<file path="src/rtl/keyed_compact_table_assert.svh">
// assertion macros for the keyed compact table
// no dependencies; taken in by the files that carry assertions
`ifndef KEYED_COMPACT_TABLE_ASSERT_SVH
`define KEYED_COMPACT_TABLE_ASSERT_SVH
`ifndef SYNTHESIS
// same-cycle implication, checked at every rising edge out of reset
`define KCT_ASSERT_IMP(label, clk, rst_n, ante, cons) \
    label: assert property (@(posedge clk) disable iff (!(rst_n)) (ante) |-> (cons)) \
        else $error("keyed_compact_table: assertion failed");
// next-cycle implication
`define KCT_ASSERT_NXT(label, clk, rst_n, ante, cons) \
    label: assert property (@(posedge clk) disable iff (!(rst_n)) (ante) |=> (cons)) \
        else $error("keyed_compact_table: assertion failed");
`else
`define KCT_ASSERT_IMP(label, clk, rst_n, ante, cons)
`define KCT_ASSERT_NXT(label, clk, rst_n, ante, cons)
`endif
`endif

</file>
<file path="src/rtl/kct_ram.sv">
// generic single-write, single-read memory with registered read data
// no dependencies
module kct_ram #(
    parameter int WIDTH = 8,
    parameter int DEPTH = 2
) (
    input  logic                     i_clk,
    input  logic                     i_we,
    input  logic [$clog2(DEPTH)-1:0] i_waddr,
    input  logic [WIDTH-1:0]         i_wdata,
    input  logic                     i_re,
    input  logic [$clog2(DEPTH)-1:0] i_raddr,
    output logic [WIDTH-1:0]         o_rdata
);

    logic [WIDTH-1:0] r_mem [DEPTH];
    logic [WIDTH-1:0] r_rdata;

    always_ff @(posedge i_clk) begin
        if (i_we) begin
            r_mem[i_waddr] <= i_wdata;
        end
        if (i_re) begin
            r_rdata <= r_mem[i_raddr];
        end
    end

    assign o_rdata = r_rdata;

endmodule

</file>
<file path="config.mk">
export PLATFORM = sky130hd
export DESIGN_NAME = kct_ram
export DESIGN_NICKNAME = d
export VERILOG_FILES = /design/src/rtl/keyed_compact_table_assert.svh /design/src/rtl/kct_ram.sv
export SDC_FILE = /design/constraint.sdc
export NUM_CORES = 1
export LEC_CHECK = 0
export BUFFER_PORTS_ARGS = -buffer_cell sky130_fd_sc_hd__buf_2
export CAP_MARGIN = 20
export CORE_AREA = 2 2 50 52
export DETAILED_ROUTE_END_ITERATION = 16
export DIE_AREA = 0 0 52 54
export GPL_TIMING_DRIVEN = 0
export PLACE_DENSITY_LB_ADDON = 0.08
export SETUP_SLACK_MARGIN = 0.05
export SYNTH_ARGS = -nofsm -noshare
export SYNTH_HDL_FRONTEND = slang
export SYNTH_SLANG_ARGS = --single-unit
</file>
<file path="constraint.sdc">
create_clock -name i_clk -period 0.9 [get_ports i_clk]
set_input_delay 0.135 -clock i_clk [delete_from_list [all_inputs] [get_ports i_clk]]
set_output_delay 0.135 -clock i_clk [all_outputs]
set_load 0.1 [all_outputs]
</file>
* After elaboration in Yosys (flattened, before gate mapping) *
Memory sizes are Yosys's and may differ from the RTL's. A register that Yosys moved wholly into a read port is not among the register bits.
Index checks and enable logic that the tools add are counted.

word-level totals
  bits in writable memories = 16
  register bits after elaboration = 0
  output and inout bits = 8
  input port bits = 13
  word-level logic and storage cells = 3
  memories kept = 1

memories
  memory  depth  width  read ports  clocked after Yosys merged registers in  write ports  RTL line       text
  r_mem   2      8      1           1                                        1            kct_ram.sv:16  logic [WIDTH-1:0] r_mem [DEPTH];

operators by class
  muxes and demuxes = 2

operators by type and width
  cell               number
  two-way mux 1 bit  2

* Depth between registers and ports, before layout *
  depth in word-level cells = 2
  gate-level depth with buffers = 2
  depth with buffers taken out = 1

* Worst setup path after synthesis *
Ideal clock, no wire load.

  kind = reg-to-output
  from = register r_rdata[0], in the netlist o_rdata[0], read port of r_mem
  to = output port o_rdata[0]
  required time = 0.765 ns
  path buffers = 0
  stages on the path, launching flop included = 1
  setup slack = -0.139 ns
  data arrival time = 0.904 ns
  cell sequence = edfxtp_1

RTL lines
  item                RTL line       text
  start: declaration  kct_ram.sv:17  logic [WIDTH-1:0] r_rdata;
  end: declaration    kct_ram.sv:13  output logic [WIDTH-1:0] o_rdata

No word-level cell between the ends.

* Worst setup path after layout *
  from = register r_rdata[0], in the netlist o_rdata[0], read port of r_mem
  to = output port o_rdata[0]

No word-level cell between the ends.

==> results.yml <==
outcome:
  status: "complete, but fails checks"
  violations: "setup timing"
placement:
  io_buffers: 19
  dp_slack_ns: -0.09190
  place.gp.congestion: 0.5875
setup_path:
  cp.required_ns: 0.76
  critical_path.startpoint_type: "register"
  reg2reg_from: "r_mem[0][3]$_DFFE_PP_"
  worst_setup_path_end_kind: "output port"
  crit_type: "reg2out"
  slowest_delay_ns: 0.41
  crit_start: "o_rdata[0]$_DFFE_PP_"
  critPathTopFamily: "flip-flops"
  critPathBufInv: 1
  crit_fanout: 1
  cp.arrival_ns: 0.90
  crit_chain: "buf_6"
  cp_slowest_cell: "edfxtp_1"
timing:
  setup_slack_ns: -0.1383
  post-route-min-period_ns: 1.038
  whs_ns: 0.01557
  fmax_mhz: 963.2
  drv_slew: 0
  rsz0062_at_grt: "true"
  setup_viol_count_final: 10
  worst_slew_margin_rel_pct: 71.95
  post-route-period-util_pct: 115.4
  worst_slew_pin_slew_ns: 0.4188
  hold_violations: 0
  skew_ns: 0.002750
cts:
  cts-buffers-inserted: 3
  tritoncts: "built"
  clk_latency_ns: 0.30
  cts_buffer_depth: 2
  htreeDepth: 1
  path_clk_slew_ns: 0.12
  clockRootBuffer: "clkbuf_4"
  cts_sinks: 24
  post_cts_buffers: 0
detailed_routing:
  final_antenna_net_count: 0
  vias: 373
  wl_per_cell_um: 13.26
  drt_iter0_markers: 6
  firstDrtPassIters: 4
  wirelength_mm: 1.167
  vias_per_cell: 4.239
  drc_errors: 0
global_route:
  grt_usage_pct: 9.940
  overflow: 0
  grt_pass1_vias: 436
  grt_max_degree: 13
  grt_pass1_wl_mm: 1.856
  antenna_found_initial: 0
synthesis:
  yosysSeqAreaShare_pct: 83.36
  ys_seq_elements: 24
  syn-cell-area_sq_um: 864.6
  synth.distinct_cells: 5
  synth_cells: 35
  synth.avg_cell_area_sq_um: 24.70
  synth_fp_nets: 48
  yosysWarnings: 0
final_layout:
  antenna_cells: 0
  fill_cells: 216
  area_delta_synth_final_pct: 25.18
  drive_above_1_share_pct: 55.17
  nets: 73
  seqCellArea_sq_um: 720.7
  multi_input_area_sq_um: 135.1
floorplan:
  die_w_um: 52
  core_sq_mm: 0.002320
  io_pins: 21
  start_util_pct: 37.27
  fp.dieH_um: 54
  dieArea_sq_mm: 0.002808
  rows: 18
hold_path:
  worstHoldStart: "i_wdata[1]"
  hold_path_class: "in2reg"
job:
  drv_cap: 0
power_and_ir_drop:
  p_leak_uw: 0.0004157
  powerDensity_mw_per_mm2: 1992
  peakVddDrop_mv: 1.093
[layout by cell type, fill, tap and decap left out, drive strengths merged]
master | Yosys | routed
dlygate4sd3 | 0 | 1
and2 | 1 | 1
clkbuf | 0 | 3
buf | 1 | 20
mux2 | 8 | 8
nor2b | 1 | 1
edfxtp | 24 | 24
[cell families (layout without fill, tap and decap cells)]
family / Yosys count / count (layout) / synth area share (%)
DFF: 24 / 24 / 83.36
muxes: 8 / 8 / 13.89
and+or+nand+nor: 2 / 2 / 1.448
buffers and inverters: 1 / 24 / 1.302
[what timing repair did]
item / 4_1_cts / 5_1_grt
gates resized for setup: 16 / 0
hold buffers: 0 / 1
endpoints found under the hold margin: 0 / 1
pin swaps: 0 / 0
setup endpoints to repair: 16 / 16
[per-stage QoR]
step	setup TNS [ns]	total power, uW	util, %	instance area, sq um	cells
2_1_floorplan	-1.112	1632	-	867.1	35
3_3_place_gp	-0.4413	1693	43.10	999.7	84
3_5_place_dp	-1.026	1709	43.10	999.7	84
4_1_cts	-1.198	2177	46.22	1072	87
5_1_grt	-1.512	2232	46.66	1082	88
6_report	-1.051	2156	46.66	1082	88
[final cells by class]
class | count | area share [%]
plain buffers | 1 | 1.040
well taps | 30 | 3.468
repair buffers | 20 | 14.34
multi-input cells | 10 | 12.49
flip-flops and latches | 24 | 66.59
clock buffers | 3 | 2.081
[layer usage]
metal | wire length, um | global-route usage [%] | part of all wire, %
met3 | 88 | 3.333 | 7.5
met4 | 0 | 5.263 | 0
met2 | 631 | 17.72 | 54
met1 | 447 | 10.36 | 38
met5 | 0 | 0 | 0
[power breakdown]
group | switching, uW | leakage (uW) | internal, uW
clock | 282 | 0.0000138 | 156
combinational | 250 | 0.000173 | 123
sequential | 25.1 | 0.000228 | 1320
total | 557 | 0.000416 | 1600
[flip-flops by register name (all words and copies together), names as in the netlist]
register	count
o_rdata	8
r_mem	16
[Yosys cell counts]
library cell	number	area, sq um
nor2b_1	1	6.260
edfxtp_1	24	720.7
buf_6	1	11.26
mux2_4	8	120.1
and2_1	1	6.260
[final timing paths]
kind	end	slack [ns]	cells after the start
hold reg to reg	o_rdata[7]$_DFFE_PP_	0.56	1
setup reg to reg	o_rdata[3]$_DFFE_PP_	-0.01	1
setup / recovery	o_rdata[0]	-0.14	1
hold / removal	r_mem[1][1]$_DFFE_PP_	0.02	1
Note: power is estimated with default switching activity, not from simulation.
