$ cat src/rtl/keyed_compact_table_assert.svh
// assertion macros for the keyed compact table
// no dependencies; taken in by the files that carry assertions
`ifndef KEYED_COMPACT_TABLE_ASSERT_SVH
`define KEYED_COMPACT_TABLE_ASSERT_SVH
`ifndef SYNTHESIS
// same-cycle implication, checked at every rising edge out of reset
`define KCT_ASSERT_IMP(label, clk, rst_n, ante, cons) \
    label: assert property (@(posedge clk) disable iff (!(rst_n)) (ante) |-> (cons)) \
        else $error("keyed_compact_table: assertion failed");
// next-cycle implication
`define KCT_ASSERT_NXT(label, clk, rst_n, ante, cons) \
    label: assert property (@(posedge clk) disable iff (!(rst_n)) (ante) |=> (cons)) \
        else $error("keyed_compact_table: assertion failed");
`else
`define KCT_ASSERT_IMP(label, clk, rst_n, ante, cons)
`define KCT_ASSERT_NXT(label, clk, rst_n, ante, cons)
`endif
`endif

$ cat src/rtl/kct_pkg.sv
// shared types and codes for the keyed compact table
// no dependencies
package kct_pkg;

    localparam int CAPACITY_DEF = 256;

    localparam int CMD_W   = 3;
    localparam int ROOM_W  = 16;
    localparam int PHONE_W = 16;
    localparam int TAG_W   = 64;
    localparam int EIDX_W  = 8;
    localparam int STAT_W  = 2;
    localparam int FIDX_W  = 8;
    localparam int USED_W  = 9;
    localparam int ENTRY_W = ROOM_W + PHONE_W + TAG_W;

    // command codes
    localparam logic [CMD_W-1:0] CMD_LOOKUP    = 3'd0;
    localparam logic [CMD_W-1:0] CMD_UPSERT    = 3'd1;
    localparam logic [CMD_W-1:0] CMD_DEL_ROOM  = 3'd2;
    localparam logic [CMD_W-1:0] CMD_DEL_INDEX = 3'd3;
    localparam logic [CMD_W-1:0] CMD_CLEAR     = 3'd4;
    localparam logic [CMD_W-1:0] CMD_READ      = 3'd5;

    // status codes
    localparam logic [STAT_W-1:0] ST_OK        = 2'd0;
    localparam logic [STAT_W-1:0] ST_NOT_FOUND = 2'd1;
    localparam logic [STAT_W-1:0] ST_FULL      = 2'd2;
    localparam logic [STAT_W-1:0] ST_RANGE     = 2'd3;

    typedef struct packed {
        logic [ROOM_W-1:0]  room;
        logic [PHONE_W-1:0] phone;
        logic [TAG_W-1:0]   name_tag;
    } t_entry;

    typedef struct packed {
        logic [CMD_W-1:0]   cmd;
        logic [ROOM_W-1:0]  room;
        logic [PHONE_W-1:0] phone;
        logic [TAG_W-1:0]   name_tag;
        logic [EIDX_W-1:0]  entry_index;
    } t_item;

    typedef struct packed {
        logic [STAT_W-1:0]  status;
        logic [FIDX_W-1:0]  found_index;
        t_entry             data;
        logic [USED_W-1:0]  used_entries;
    } t_result;

endpackage

$ cat src/rtl/kct_seq.sv
// command sequencer: entry count, linear scan compare, swap-with-last move
// depends on kct_pkg and keyed_compact_table_assert.svh; drives one kct_ram
`include "keyed_compact_table_assert.svh"
module kct_seq #(
    parameter int CAPACITY = kct_pkg::CAPACITY_DEF
) (
    input  logic                        i_clk,
    input  logic                        i_rst_n,
    input  logic                        i_valid,
    output logic                        o_ready,
    input  kct_pkg::t_item              i_item,
    output logic                        o_res_valid,
    input  logic                        i_res_ready,
    output kct_pkg::t_result            o_res,
    output logic                        o_ram_we,
    output logic [$clog2(CAPACITY)-1:0] o_ram_waddr,
    output logic [kct_pkg::ENTRY_W-1:0] o_ram_wdata,
    output logic                        o_ram_re,
    output logic [$clog2(CAPACITY)-1:0] o_ram_raddr,
    input  logic [kct_pkg::ENTRY_W-1:0] i_ram_rdata
);
    import kct_pkg::*;

    localparam int AW = $clog2(CAPACITY);
    localparam int CW = $clog2(CAPACITY + 1);
    localparam int EW = (CW > EIDX_W) ? CW : EIDX_W;
    localparam int FW = (AW > FIDX_W) ? AW : FIDX_W;
    localparam int UW = (CW > USED_W) ? CW : USED_W;

    localparam logic [2:0] S_IDLE   = 3'd0;
    localparam logic [2:0] S_SEARCH = 3'd1;
    localparam logic [2:0] S_MVRD   = 3'd2;
    localparam logic [2:0] S_MVWR   = 3'd3;
    localparam logic [2:0] S_RDWAIT = 3'd4;
    localparam logic [2:0] S_DONE   = 3'd5;

    logic [2:0]        r_state,   n_state;
    logic [CW-1:0]     r_count,   n_count;
    logic [CW-1:0]     r_ptr,     n_ptr;
    logic              r_cmp_vld, n_cmp_vld;
    logic [AW-1:0]     r_cmp_idx, n_cmp_idx;
    logic [AW-1:0]     r_hole,    n_hole;
    t_item             r_item,    n_item;
    logic [STAT_W-1:0] r_status,  n_status;
    logic [AW-1:0]     r_fidx,    n_fidx;
    t_entry            r_data,    n_data;

    t_entry        rd_entry;
    t_entry        wr_entry;
    logic [EW-1:0] eidx_ext;
    logic [EW-1:0] cnt_ext;
    logic [AW-1:0] eidx_addr;
    logic [CW-1:0] count_m1;
    logic [FW-1:0] fidx_ext;
    logic [UW-1:0] used_ext;
    logic          hit;
    logic          issue;

    assign rd_entry  = t_entry'(i_ram_rdata);
    assign wr_entry  = '{room: r_item.room, phone: r_item.phone, name_tag: r_item.name_tag};
    assign eidx_ext  = EW'(i_item.entry_index);
    assign cnt_ext   = EW'(r_count);
    assign eidx_addr = eidx_ext[AW-1:0];
    assign count_m1  = r_count - CW'(1);
    assign hit       = r_cmp_vld && (rd_entry.room == r_item.room);
    assign issue     = r_ptr < r_count;
    assign fidx_ext  = FW'(r_fidx);
    assign used_ext  = UW'(r_count);

    always_comb begin
        n_state     = r_state;
        n_count     = r_count;
        n_ptr       = r_ptr;
        n_cmp_vld   = r_cmp_vld;
        n_cmp_idx   = r_cmp_idx;
        n_hole      = r_hole;
        n_item      = r_item;
        n_status    = r_status;
        n_fidx      = r_fidx;
        n_data      = r_data;
        o_ready     = 1'b0;
        o_res_valid = 1'b0;
        o_ram_we    = 1'b0;
        o_ram_waddr = '0;
        o_ram_wdata = '0;
        o_ram_re    = 1'b0;
        o_ram_raddr = '0;

        unique case (r_state)
            S_IDLE: begin
                o_ready = 1'b1;
                if (i_valid) begin
                    n_item    = i_item;
                    n_status  = ST_OK;
                    n_fidx    = '0;
                    n_data    = '0;
                    n_ptr     = '0;
                    n_cmp_vld = 1'b0;
                    unique case (i_item.cmd)
                        CMD_LOOKUP, CMD_UPSERT, CMD_DEL_ROOM: begin
                            n_state = S_SEARCH;
                        end
                        CMD_DEL_INDEX: begin
                            if (eidx_ext < cnt_ext) begin
                                n_fidx  = eidx_addr;
                                n_hole  = eidx_addr;
                                n_count = count_m1;
                                // the last entry fills the hole unless it is the hole
                                n_state = (CW'(eidx_addr) != count_m1) ? S_MVRD : S_DONE;
                            end else begin
                                n_status = ST_RANGE;
                                n_state  = S_DONE;
                            end
                        end
                        CMD_CLEAR: begin
                            n_count = '0;
                            n_state = S_DONE;
                        end
                        CMD_READ: begin
                            if (eidx_ext < cnt_ext) begin
                                n_fidx      = eidx_addr;
                                o_ram_re    = 1'b1;
                                o_ram_raddr = eidx_addr;
                                n_state     = S_RDWAIT;
                            end else begin
                                n_status = ST_RANGE;
                                n_state  = S_DONE;
                            end
                        end
                        default: begin
                            n_state = S_DONE;
                        end
                    endcase
                end
            end

            S_SEARCH: begin
                if (hit) begin
                    n_cmp_vld = 1'b0;
                    n_fidx    = r_cmp_idx;
                    n_state   = S_DONE;
                    unique case (r_item.cmd)
                        CMD_LOOKUP: begin
                            n_data = rd_entry;
                        end
                        CMD_UPSERT: begin
                            o_ram_we    = 1'b1;
                            o_ram_waddr = r_cmp_idx;
                            o_ram_wdata = wr_entry;
                        end
                        CMD_DEL_ROOM: begin
                            n_hole  = r_cmp_idx;
                            n_count = count_m1;
                            if (CW'(r_cmp_idx) != count_m1) begin
                                n_state = S_MVRD;
                            end
                        end
                        default: begin
                            n_state = S_DONE;
                        end
                    endcase
                end else if (issue) begin
                    o_ram_re    = 1'b1;
                    o_ram_raddr = r_ptr[AW-1:0];
                    n_ptr       = r_ptr + CW'(1);
                    n_cmp_vld   = 1'b1;
                    n_cmp_idx   = r_ptr[AW-1:0];
                end else if (!r_cmp_vld) begin
                    // scan exhausted without a match
                    n_state = S_DONE;
                    if (r_item.cmd == CMD_UPSERT) begin
                        if (r_count < CW'(CAPACITY)) begin
                            o_ram_we    = 1'b1;
                            o_ram_waddr = r_count[AW-1:0];
                            o_ram_wdata = wr_entry;
                            n_fidx      = r_count[AW-1:0];
                            n_count     = r_count + CW'(1);
                        end else begin
                            n_status = ST_FULL;
                        end
                    end else begin
                        n_status = ST_NOT_FOUND;
                    end
                end else begin
                    n_cmp_vld = 1'b0;
                end
            end

            S_MVRD: begin
                o_ram_re    = 1'b1;
                o_ram_raddr = r_count[AW-1:0];
                n_state     = S_MVWR;
            end

            S_MVWR: begin
                o_ram_we    = 1'b1;
                o_ram_waddr = r_hole;
                o_ram_wdata = i_ram_rdata;
                n_state     = S_DONE;
            end

            S_RDWAIT: begin
                n_data  = rd_entry;
                n_state = S_DONE;
            end

            S_DONE: begin
                o_res_valid = 1'b1;
                if (i_res_ready) begin
                    n_state = S_IDLE;
                end
            end

            default: begin
                n_state = S_IDLE;
            end
        endcase
    end

    assign o_res = '{status:       r_status,
                     found_index:  fidx_ext[FIDX_W-1:0],
                     data:         r_data,
                     used_entries: used_ext[USED_W-1:0]};

    always_ff @(posedge i_clk) begin
        if (!i_rst_n) begin
            r_state   <= S_IDLE;
            r_count   <= '0;
            r_ptr     <= '0;
            r_cmp_vld <= 1'b0;
        end else begin
            r_state   <= n_state;
            r_count   <= n_count;
            r_ptr     <= n_ptr;
            r_cmp_vld <= n_cmp_vld;
        end
    end

    always_ff @(posedge i_clk) begin
        r_cmp_idx <= n_cmp_idx;
        r_hole    <= n_hole;
        r_item    <= n_item;
        r_status  <= n_status;
        r_fidx    <= n_fidx;
        r_data    <= n_data;
    end

    `KCT_ASSERT_IMP(a_count_bound, i_clk, i_rst_n, 1'b1, r_count <= CW'(CAPACITY))
    `KCT_ASSERT_IMP(a_write_state, i_clk, i_rst_n, o_ram_we, (r_state == S_SEARCH || r_state == S_MVWR))
    `KCT_ASSERT_NXT(a_accept_busy, i_clk, i_rst_n, (r_state == S_IDLE && i_valid), r_state != S_IDLE)
    `KCT_ASSERT_IMP(a_hole_valid, i_clk, i_rst_n, r_state == S_MVWR, CW'(r_hole) < r_count)

endmodule

$ cat config.mk
export PLATFORM = sky130hd
export DESIGN_NAME = kct_seq
export DESIGN_NICKNAME = d
export VERILOG_FILES = /design/src/rtl/kct_pkg.sv /design/src/rtl/kct_seq.sv
export VERILOG_INCLUDE_DIRS = /design/src /design/src/rtl
export SDC_FILE = /design/constraint.sdc
export NUM_CORES = 1
export LEC_CHECK = 0
export BUFFER_PORTS_ARGS = -buffer_cell sky130_fd_sc_hd__buf_2
export CAP_MARGIN = 15
export CORE_AREA = 2 2 168 170
export CTS_CLUSTER_SIZE = 40
export DETAILED_ROUTE_END_ITERATION = 8
export DIE_AREA = 0 0 170 172
export PLACE_DENSITY = 0.69
export SKIP_CTS_REPAIR_TIMING = 1
export SYNTH_ARGS = -nofsm -noshare
export SYNTH_HDL_FRONTEND = slang
export SYNTH_SLANG_ARGS = --single-unit
$ cat constraint.sdc
create_clock -name i_clk -period 20 [get_ports i_clk]
set_input_delay 4 -clock i_clk [delete_from_list [all_inputs] [get_ports i_clk]]
set_output_delay 4 -clock i_clk [all_outputs]
set_load 0.005 [all_outputs]
# Word level (Yosys, flattened, before mapping)
# Index checks and enable logic that the tools add are counted.
[totals]
register_bits = 243
out_inout_bits = 231
[classes]
n_lt_le_gt_ge = 3
add_sub_neg = 3
n_eq_ne = 34
n_reduce_logical = 19
bitwise_logic = 1
muxes = 90
[ops]
columns = ["operator", "count"]
rows = [
  ["2-to-1 mux 96 bit", 9],
  ["case mux 96 bit (3 select lines)", 1],
  ["case mux 96 bit (2 select lines)", 1],
  ["2-to-1 mux 8 bit", 23],
  ["2-to-1 mux 9 bit", 11],
  ["case mux 9 bit (2 select lines)", 3],
  ["case mux 8 bit (2 select lines)", 3],
  ["2-to-1 mux 3 bit", 9],
  ["case mux 8 bit (3 select lines)", 1],
  ["adder 9 x 1 -> 9 bit (second input constant)", 2],
  ["inequality test 3 bit (second input constant)", 6],
  ["inequality test 8 x 9 -> 1 bit", 2],
  ["AND reduction 6 bit", 3],
  ["== test 16 bit", 1],
  ["2-to-1 mux 2 bit", 8],
  ["inequality test 2 bit (second input constant)", 8],
  ["== test 3 x 2 -> 1 bit (second input constant)", 5],
  ["2-to-1 mux 1 bit", 15],
  ["case mux 3 bit (5 select lines)", 1],
  ["== test 3 bit (second input constant)", 4],
  ["AND reduction 4 bit", 3],
  ["== test 3 x 1 -> 1 bit (second input constant)", 3],
  ["logical NOT 3 bit", 3],
  ["< comparator 8 x 9 -> 1 bit", 1],
  ["19 further kinds", 24],
]

# Depth between registers and ports, before layout
[depth]
word_depth = 7
ltp_mapped = 13

# Least setup slack after synthesis
# No wires, ideal clock.
[synth_timing]
path_type = "input -> register"
from = "input i_ram_rdata[82] (netlist bit)"
to = "register r_data, in the netlist o_res[100], enable pin"
arrival_time_ns = 11.849
setup_slack_ns = 7.458
t_required_ns = 19.307
stages = 6
path_cell_list = "xor2_1 nor4_1 and3_1 buf_4 nand4_1 a211oi_1"
[synth_between]
elab_chain_len = 4
[synth_lines]
columns = ["element", "line", "source"]
rows = [
  ["from (decl)", "kct_seq.sv:20", "input logic [kct_pkg::ENTRY_W-1:0] i_ram_rdata"],
  ["== test 16 bit", "kct_seq.sv:65", "assign hit = r_cmp_vld && (rd_entry.room == r_item.room);"],
  ["logical AND 1 bit", "kct_seq.sv:65", ""],
  ["inequality test 2 bit (no source line)", "--", ""],
  ["AND reduction 4 bit (no source line)", "--", ""],
  ["to (signal assigned)", "kct_seq.sv:245", "r_data <= n_data;"],
  ["to (decl)", "kct_seq.sv:46", "t_entry r_data, n_data;"],
]
# No other way between the ends.
# A chain may end at the register's enable or synchronous reset.

# Worst setup path in the final report
[layout_timing]
from = "input i_ram_rdata[86] (netlist bit)"
to = "output o_ram_wdata[34] (netlist bit)"
[layout_between]
elab_chain_len = 4
[layout_lines]
columns = ["element", "line", "source"]
rows = [
  ["== test 16 bit", "kct_seq.sv:65", ""],
  ["logical AND 1 bit", "kct_seq.sv:65", ""],
  ["2-to-1 mux 96 bit", "kct_seq.sv:138", "if (hit) begin"],
  ["case mux 96 bit (2 select lines)", "kct_seq.sv:89", "unique case (r_state)"],
  ["to (decl)", "kct_seq.sv:17", "output logic [kct_pkg::ENTRY_W-1:0] o_ram_wdata,"],
]
# No other way between the ends.

==> impl_metrics.json <==
{
  "outcome": "finished clean",
  "drv_cap": 0,
  "grt_overflow_total": 0,
  "multi_input_area_mm2": 0.00393,
  "r2r_start": "r_item[103]",
  "synth_top_family_by_area": "compound AO/OA/AOI/OAI gates",
  "clk_latency_ps": 550,
  "ys_warn_count": 0,
  "crit_family": "simple AND/OR/NAND/NOR gates",
  "cp_slowest_stage_delay_ps": 810,
  "grt_pass1_vias": 8747,
  "grtUsageTotal_pct": 26.3,
  "postRouteWirelength_um": 40800,
  "clock.fmax_mhz": 85.5,
  "design_area_mm2": 0.0147,
  "drcViolationCount": 0,
  "crit_top_cell": "buf_2",
  "clkSlewWorstSetupHoldPaths_ps": 60,
  "hold-path-endpoint": "r_ptr[8]",
  "firstDrtPassIters": 5,
  "numPortBuffers": 437,
  "ant_nets": 0,
  "cp-start-kind": "input pin",
  "muxShareOfSynthArea_pct": 0.796,
  "nFillCells": 2417,
  "setup-tns-final_ps": 0,
  "yosys.area_share.simple_pct": 13.5,
  "drive_gt1_share_pct": 38.3,
  "synth.distinct_cells": 62,
  "syn2layout_area_growth_pct": 30.1,
  "vias_per_cell": 5.64,
  "die_area_mm2": 0.0292,
  "synth_largest_area_cell": "edfxtp_1",
  "async_flop_share_pct": 0,
  "row_count": 61,
  "finClkSkew_ps": 15.3,
  "arrival_ps": 7700,
  "cts_buffer_depth": 3,
  "ir_drop_mv": 0.221,
  "reg2regPathDepth": 7,
  "layout_min_cycle_time_ps": 11700,
  "slew_viol_final": 0,
  "hold_start": "r_ptr[8]",
  "grt_antenna_before_repair": 6,
  "syn_nets": 1119,
  "holdPathStages": 2,
  "h-tree-depth": 1,
  "r2r_slack_ps": 16120,
  "cts_tree": "built",
  "synthXorXnorAreaFrac_pct": 3.45,
  "wire_per_inst_um": 24.3,
  "rsz0062_at_grt": "no",
  "end_kind": "output pin",
  "synth.area.top_cells": "edfxtp_1 (59%), a22o_1 (7.5%), and2_1 (5.4%)",
  "finalCritPeriodShare_pct": 58.5,
  "initial_utilization_pct": 41.2,
  "finalHoldViolations": 0,
  "syn_avg_cell_area_um2": 12.7,
  "ys_seq_area_share_pct": 62.6,
  "syn_inst": 893,
  "synth_top_cell_area_share_pct": 58.7,
  "cts_sinks": 243,
  "crit_required_ps": 16000,
  "synthAdderAreaFrac_pct": 2.10,
  "pin_count": 438,
  "synth_edf_count": 221,
  "crit_fanout": 70,
  "register_area_mm2": 0.00708,
  "drt-initial-drc-count": 1064,
  "vias": 9475,
  "regToRegEndpoint": "o_res[17]",
  "synth-compound-area-share_pct": 14.6,
  "hold_class": "reg -> reg",
  "cp_slowest_cell": "a21oi_4",
  "p_leak_nw": 6.53,
  "dp_hpwl_um": 30800,
  "netlist_area_mm2": 0.0113,
  "grt_max_degree": 97,
  "grt_pass1_wl_um": 56500,
  "fin_nets": 1538,
  "gp_congestion": 0.942,
  "cts_buffers": 27,
  "critical_path_class": "in -> out",
  "hold_slack_ps": 543,
  "total_power_mw": 2.25,
  "crit_chain": "buf_2, xor2_1, nor4_1, and3_1, nand2_1, a21oi_4, buf_4, a22o_1, buf_2",
  "dieWidth_um": 170,
  "core_region_area_mm2": 0.0275,
  "ys_ff_latch": 243,
  "power.density_mw_per_mm2": 153,
  "crit_buf_inv": 3,
  "worst_pin_slew_ps": 1020,
  "cts_root_buf": "clkbuf_16",
  "slew_headroom_pct": 32.2,
  "ys.flop_type": "edfxtp_1",
  "die_h_um": 172,
  "place_area_mm2": 0.0138,
  "setup_viol": 0
}
[how the worst max path moves through the flow]
stage / from / to / slack (ps) / cells past startpoint
final: i_ram_rdata[86] / o_ram_wdata[34] / 8300 / 9
after global placement: i_ram_rdata[86] / o_ram_wdata[1] / 8520 / 9
after detailed placement: i_ram_rdata[86] / o_ram_wdata[40] / 8410 / 9
after global routing: i_ram_rdata[82] / o_ram_wdata[40] / 7990 / 9
after CTS: i_ram_rdata[86] / o_ram_wdata[40] / 8380 / 9
after floorplan: i_ram_rdata[82] / o_res[100] / 7460 / 6
[synthesized netlist by cell type (3+ instances only)]
cell and n:
and2_1 98, o2111ai_1 3, clkbuf_1 45, nand2b_1 7, edfxtp_1 221, a211oi_1 6
a22o_1 97, o211ai_1 6, a31oi_1 6, a21o_1 3, nand4_1 9, nand3_1 8
a21oi_1 20, nor4_1 4, a211o_1 4, a222oi_1 8, inv_1 23, nor2b_1 4
o311a_1 3, o21a_1 3, dfxtp_1 22, ha_1 19, a22oi_1 8, xnor2_1 30
nor3_1 14, or2_2 5, and3_1 8, nand2_1 69, buf_2 7, xor2_1 12
mux2i_1 9, or3_1 10, o21ai_0 31, o21ai_1 3, nor2_1 34
[through the flow]
step	instances	utilization, %	worst slack (ps)
after global placement	1627	50.2	8520
final	1681	53.6	8300
after floorplan	893	-	7460
after detailed placement	1627	50.2	8410
after global routing	1681	53.6	7990
after CTS	1677	53.5	8380
[worst reg2reg max path, stage by stage (launching register included)]
cell      delay (ps)
edfxtp_1         410
xor2_1           190
nor4_1           510
and3_1           410
nand4_1          210
a211oi_4         520
buf_4            470
buf_4            760
[final cells by class]
type | instances | share of cell area (%)
Antenna cell | 2 | 0.0340
Timing Repair Buffer | 447 | 15.4
Inverter | 25 | 0.655
Tap cell | 346 | 2.94
Sequential cell | 243 | 48.1
Clock inverter | 21 | 1.55
Clock buffer | 29 | 4.64
Multi-Input combinational cell | 568 | 26.7
[cells by family after synthesis]
logic type | count (synthesis)
simple gates | 282
flops | 243
compound gates | 215
buf+inv | 82
xor+xnor | 43
fa+ha+maj | 19
mux | 9
[flip-flops by register name, summed over array words and instances, names as in the netlist]
name / flops
r_item: 99
o_res: 96
cnt_ext: 9
r_ptr: 9
fidx_ext: 8
r_cmp_idx: 8
r_hole: 8
r_state: 3
r_status: 2
r_cmp_vld: 1
[layout by cell type (no fill, tap or decap), drive strengths merged, types with 10 or more instances in the layout]
cell and n:
a21oi 21, a22o 97, and2 99, buf 446, clkbuf 30, clkinv 15, dfxtp 22, edfxtp 221
ha 19, inv 27, nand2 70, nor2 34, nor3 15, o21ai 34, or3 10, xnor2 30
xor2 12
[routing by layer]
metal | global-route usage, % | wire length, µm
met1 | 36.2 | 16800
met4 | 7.99 | 1120
met5 | 0 | 12
met2 | 40.7 | 18500
met3 | 7.14 | 4370
[report_power, final]
part,internal (mW),switching [mW],total [mW],leakage (nW)
sequential,0.807,0.109,0.916,2.35
combinational,0.307,0.514,0.821,3.72
clock,0.301,0.210,0.511,0.458
No activity file was read; power rests on OpenSTA's default activity.
